<file path="config.mk">
export PLATFORM = sky130hd
export DESIGN_NAME = psb_ctrl
export DESIGN_NICKNAME = d
export VERILOG_FILES = /design/src/hdl/psb_pkg.sv /design/src/hdl/psb_ctrl.sv
export SDC_FILE = /design/constraint.sdc
export NUM_CORES = 1
export LEC_CHECK = 0
export ABC_AREA = 1
export BUFFER_PORTS_ARGS = -buffer_cell sky130_fd_sc_hd__buf_2
export CAP_MARGIN = 20
export CORE_AREA = 8 8 45 47
export DETAILED_ROUTE_END_ITERATION = 6
export DIE_AREA = 0 0 53 55
export GPL_TIMING_DRIVEN = 0
export HOLD_SLACK_MARGIN = 0.15
export PLACE_DENSITY = 0.57
export SYNTH_ARGS = -nofsm -noshare
export SYNTH_HDL_FRONTEND = slang
export SYNTH_SLANG_ARGS = --single-unit
</file>
<file path="constraint.sdc">
create_clock -name clk -period 1.5 [get_ports clk]
set_input_delay 0.3 -clock clk [delete_from_list [all_inputs] [get_ports clk]]
set_output_delay 0.3 -clock clk [all_outputs]
set_load 0.05 [all_outputs]
</file>
<file path="src/hdl/psb_pkg.sv">
// psb_pkg: shared constants, field widths and the controller/datapath
// command and status structs of the palette shade table builder.
// No dependencies.
package psb_pkg;

  // palette geometry
  localparam int PAL_ENTRIES = 256;
  localparam int PAL_AW      = 8;
  localparam int CNT_W       = 9;
  localparam int COL_W       = 8;
  localparam int RGB_W       = 3 * COL_W;

  // shade levels
  localparam int LVL_W      = 6;
  localparam logic [LVL_W-1:0] LVL_LAST = '1;

  // arithmetic
  localparam logic [LVL_W-1:0] SHADE_TOP   = 6'd63;
  localparam logic [4:0]       SHADE_ROUND = 5'd16;
  localparam int               SHADE_SHIFT = 5;
  localparam int               SQ_W        = 2 * COL_W;
  localparam int               DIST_W      = SQ_W + 2;

  // register reset
  localparam logic [CNT_W-1:0] FB_RESET = 9'd32;

  // stream widths
  localparam int IN_DATA_W  = 32;
  localparam int OUT_DATA_W = 16;

  // command codes carried on the input tuser
  localparam logic CMD_WRITE = 1'b0;
  localparam logic CMD_GEN   = 1'b1;

  // controller to datapath
  typedef struct packed {
    logic pal_wr;     // write the palette entry from the input beat
    logic src_rd;     // read the source entry named by the input beat
    logic src_lat;    // latch source colour and fullbright flag, clear level
    logic scale_lat;  // register the scaled colour, clear the entry counter
    logic issue;      // read the next palette entry for the search
    logic res_load;   // load the output register
    logic level_inc;  // step to the next shade level
  } psb_cmd_t;

  // datapath to controller
  typedef struct packed {
    logic fullbright;
    logic issue_last;
    logic pipe_busy;
    logic level_last;
  } psb_stat_t;

endpackage

</file>
<file path="src/hdl/psb_ctrl.sv">
// psb_ctrl: controller state machine of the shade table builder; sequences
// palette writes, source reads, per-level scale, sweep and result beats.
// Depends on psb_pkg.
module psb_ctrl (
  input  logic               clk,
  input  logic               rst,
  input  logic               in_valid,
  input  logic               in_cmd,
  output logic               in_ready,
  output logic               out_valid,
  input  logic               out_ready,
  output psb_pkg::psb_cmd_t  cmd,
  input  psb_pkg::psb_stat_t stat
);
  import psb_pkg::*;

  localparam logic [2:0] S_IDLE  = 3'd0;
  localparam logic [2:0] S_SRC   = 3'd1;
  localparam logic [2:0] S_SCALE = 3'd2;
  localparam logic [2:0] S_SWEEP = 3'd3;
  localparam logic [2:0] S_DRAIN = 3'd4;
  localparam logic [2:0] S_OUT   = 3'd5;

  logic [2:0] state, state_next;

  always_ff @(posedge clk) begin
    if (rst) begin
      state <= S_IDLE;
    end else begin
      state <= state_next;
    end
  end

  // next state and commands
  always_comb begin
    state_next = state;
    cmd        = '0;
    in_ready   = 1'b0;
    out_valid  = 1'b0;
    unique case (state)
      S_IDLE: begin
        in_ready = 1'b1;
        if (in_valid) begin
          if (in_cmd == CMD_GEN) begin
            cmd.src_rd = 1'b1;
            state_next = S_SRC;
          end else begin
            cmd.pal_wr = 1'b1;
          end
        end
      end
      S_SRC: begin
        cmd.src_lat = 1'b1;
        state_next  = S_SCALE;
      end
      S_SCALE: begin
        if (stat.fullbright) begin
          cmd.res_load = 1'b1;
          state_next   = S_OUT;
        end else begin
          cmd.scale_lat = 1'b1;
          state_next    = S_SWEEP;
        end
      end
      S_SWEEP: begin
        cmd.issue = 1'b1;
        if (stat.issue_last) begin
          state_next = S_DRAIN;
        end
      end
      S_DRAIN: begin
        if (!stat.pipe_busy) begin
          cmd.res_load = 1'b1;
          state_next   = S_OUT;
        end
      end
      S_OUT: begin
        out_valid = 1'b1;
        if (out_ready) begin
          if (stat.level_last) begin
            state_next = S_IDLE;
          end else begin
            cmd.level_inc = 1'b1;
            state_next    = S_SCALE;
          end
        end
      end
      default: begin
        state_next = S_IDLE;
      end
    endcase
  end

  // checks
  a_one_side: assert property (@(posedge clk) disable iff (rst)
    !(in_ready && out_valid))
    else $error("input and output open together");

  a_run_end: assert property (@(posedge clk) disable iff (rst)
    out_valid && out_ready && stat.level_last |=> in_ready)
    else $error("not idle after the last shade beat");

  a_load_then_show: assert property (@(posedge clk) disable iff (rst)
    cmd.res_load |=> out_valid)
    else $error("result loaded but not presented");

endmodule

</file>
==> metrics.txt <==
status=finished clean; unrepaired setup endpoints after global routing=true; clock latency at the later pin of the worst-skew pair=around 230 ps; # rows=14; post-synthesis sequential area ratio=0.1943; Cell variety after synth=17; Post-Synthesis Mean Instance Area=5.831 um2; number of fillers in the final layout=roughly 150; max-capacitance violation count=0; reg2reg start=state[0]; number of port buffers=17; Area Growth Syn to Fin=84.62%; global router's overall resource usage=0.06769; maximum achievable frequency=roughly 700 MHz; core region area=~0.0014 mm2; sum of net half-perimeters after detailed placement=slightly above 700 um; detailed router's first-iteration violation count=1; CTS root buf=sky130_fd_sc_hd__clkbuf_4; total number of vias=406; top post-synthesis cells by area=sky130_fd_sc_hd__dfxtp_1 19%, sky130_fd_sc_hd__inv_1 15%, sky130_fd_sc_hd__nand3_1 9.7%; Hold Path End=state[1]; num ports=18; most common cell after layout, fill and taps aside=sky130_fd_sc_hd__buf_2; Largest regs=state: 3 flops; total congestion overflow after global routing=0; share of post-route cells with drive strength above 1=0.6623; sequential share of power=0.182; number of flip-flops under the largest register name=3; final net count=87; Storage cell area=slightly above 70 um2; switching power=0.6666 mW; pin count of the biggest net entering global routing=9; top register by number of flip-flops=state; Total Die Area=0.002915 mm2; worst slew margin relative to its limit=0.8335; Final Hold Violating Endpoints=0; master of the slowest instance on the critical path=sky130_fd_sc_hd__dfxtp_4; dpl ws=about 57 ps; net count of the mapped netlist=between 60 and 70; CP cell instances=inv_6 > nor3_4 > inv_2 > o32ai_2 > buf_6; detailed-route vias per instance=around 4.4; Worst-Margin Slew=roughly 250 ps; Hold Startpoint=rst; total setup violations reported at the end of the flow=0; residual antenna-violating net count after detailed routing=0; combinational group share of total power=0.701; final slew viol count=0; depth of the CTS H-tree=1; antenna violations before repair=0; kind of start point of the critical path=flop; Detailed Routing Iterations Pass 1=2; start-to-end type of the worst setup path=reg2out; nature of the critical path endpoint=output port; Net Sw Frac=0.5591; Post-Syn Instances=53; Hold Crit Depth=2; data arrival time of the worst path=around 1200 ps; vertical extent of the die=55 um; cell type with the highest aggregate area in the netlist=sky130_fd_sc_hd__dfxtp_1; worst supply voltage drop on vdd=about 0.0012 V; Power per Cell Area=about 2100 mW/mm2; total CTS buffers=3; Warnings, synthesis=0; highest fanout seen on the critical path=6; effective utilization at floorplan=0.2233; min Tclk post-route=around 1500 ps; Internal Power=between 0.5 and 0.6 mW; vias in the first global route=373; most frequent cells in the layout=13 x sky130_fd_sc_hd__buf_2, 8 x sky130_fd_sc_hd__inv_1, 8 x sky130_fd_sc_hd__nand2_2; hold crit path type=in2reg; routed wire length=about 910 um; Netlist Area Pre-Place=309.0 um2; skew final=about 2.3 ps; proportion of power drawn by the clock network=0.116; overall die width=53 um; area share of the largest cell type after synthesis=0.1943; total number of clock tree sinks=3; Final period util=0.9790; clock buffer depth=2; final critical-path setup slack=31.57 ps; hold_buf cts=0; core utilization of the finished layout=0.4123; final antenna diode count=0; flops & latches, synth=3; highest cell delay on the worst timing path=about 390 ps; first-pass GRT wire length=1483 um; CTS tree=yes; clock-pin slew reported for the worst setup and hold paths after clock tree synthesis=40 ps; static leakage=0.2844 nW; DRC violation count after routing=0; count of cells along the worst register-to-register path=9; Data required, critical path=about 1200 ps; footprint of the multi-input gates=around 250 um2; Worst R2R End=state[2]; FF-to-FF setup slack=roughly 230 ps; drt wl/cell=9.742 um; gp weighted congestion=roughly 0.73
-- power groups by stage --
stage | combinational (mW) | clock [mW] | sequential, mW
after floorplan | 0.624 | 0 | 0.146
after CTS | 0.777 | 0.149 | 0.217
final | 0.836 | 0.139 | 0.218
after detailed placement | 0.745 | 0 | 0.154
after global routing | 0.895 | 0.159 | 0.223
after global placement | 0.742 | 0 | 0.154
-- metal layers --
metal	share of wire	GRT usage	wire (um)	up-vias
li1	-	-	-	216
met1	0.38	0.06515	341	181
met2	0.53	0.1152	480	9
met3	0.094	0.02674	85	0
met4	0	0.05172	0	0
met5	0	0	0	-
-- how the worst max path moves through the flow --
stage             start     end  slack [ps]
2_1_floorplan  state[0]  cmd[6]         -30
3_3_place_gp   state[0]  cmd[6]          80
3_5_place_dp   state[0]  cmd[6]          60
4_1_cts        state[1]  cmd[0]           2
5_1_grt        state[2]  cmd[1]         -20
6_report       state[2]  cmd[1]          30
-- per-stage QoR --
stage	setup TNS (ps)	std cells	hold slack, ps	cell area (um2)	power [mW]
2_1_floorplan	-57.27	53	362.4	350.3	0.7699
3_3_place_gp	0	86	478.4	455.4	0.8954
3_5_place_dp	0	86	482.2	455.4	0.8992
4_1_cts	0	90	224.1	539.3	1.144
5_1_grt	-49.70	93	227.0	570.5	1.277
6_report	0	93	235.2	570.5	1.192
-- kinds of logic after synthesis --
group / Yosys count / synth area share
buffers and inverters: 14 / 0.1943
and+or+nand+nor: 31 / 0.5061
DFF: 3 / 0.1943
AOI/OAI and AO/OA: 5 / 0.1053
-- worst max-delay path, delay by kind of cell (launching register included) --
family | cells | cell delay, ps
AO/OA/AOI/OAI | 1 | 100
buffers and inverters | 3 | 310
flip-flops | 1 | 390
AND/OR/NAND/NOR | 1 | 140
-- final cells by class --
cell class              count  share of cell area
clock buffers               4             0.04605
well taps                  16             0.03509
multi-input cells          36              0.4298
flip-flops and latches      3              0.1250
repair buffers             21              0.2522
inverters                  13              0.1118
-- synthesized netlist by cell type (all sizes together) --
master	count
a21oi	3
buf	1
dfxtp	3
inv	13
nand2	12
nand3	7
nand4	1
nor2	10
nor3	1
o21ai	1
o32ai	1
-- what timing repair did --
item                       4_1_cts  5_1_grt
setup endpoints to repair        7        5
setup buffers                    1        3
gates resized for setup         20        4
pin swaps                        3        2
gates cloned                     0        0
Power figures use the tool's default switching activity.
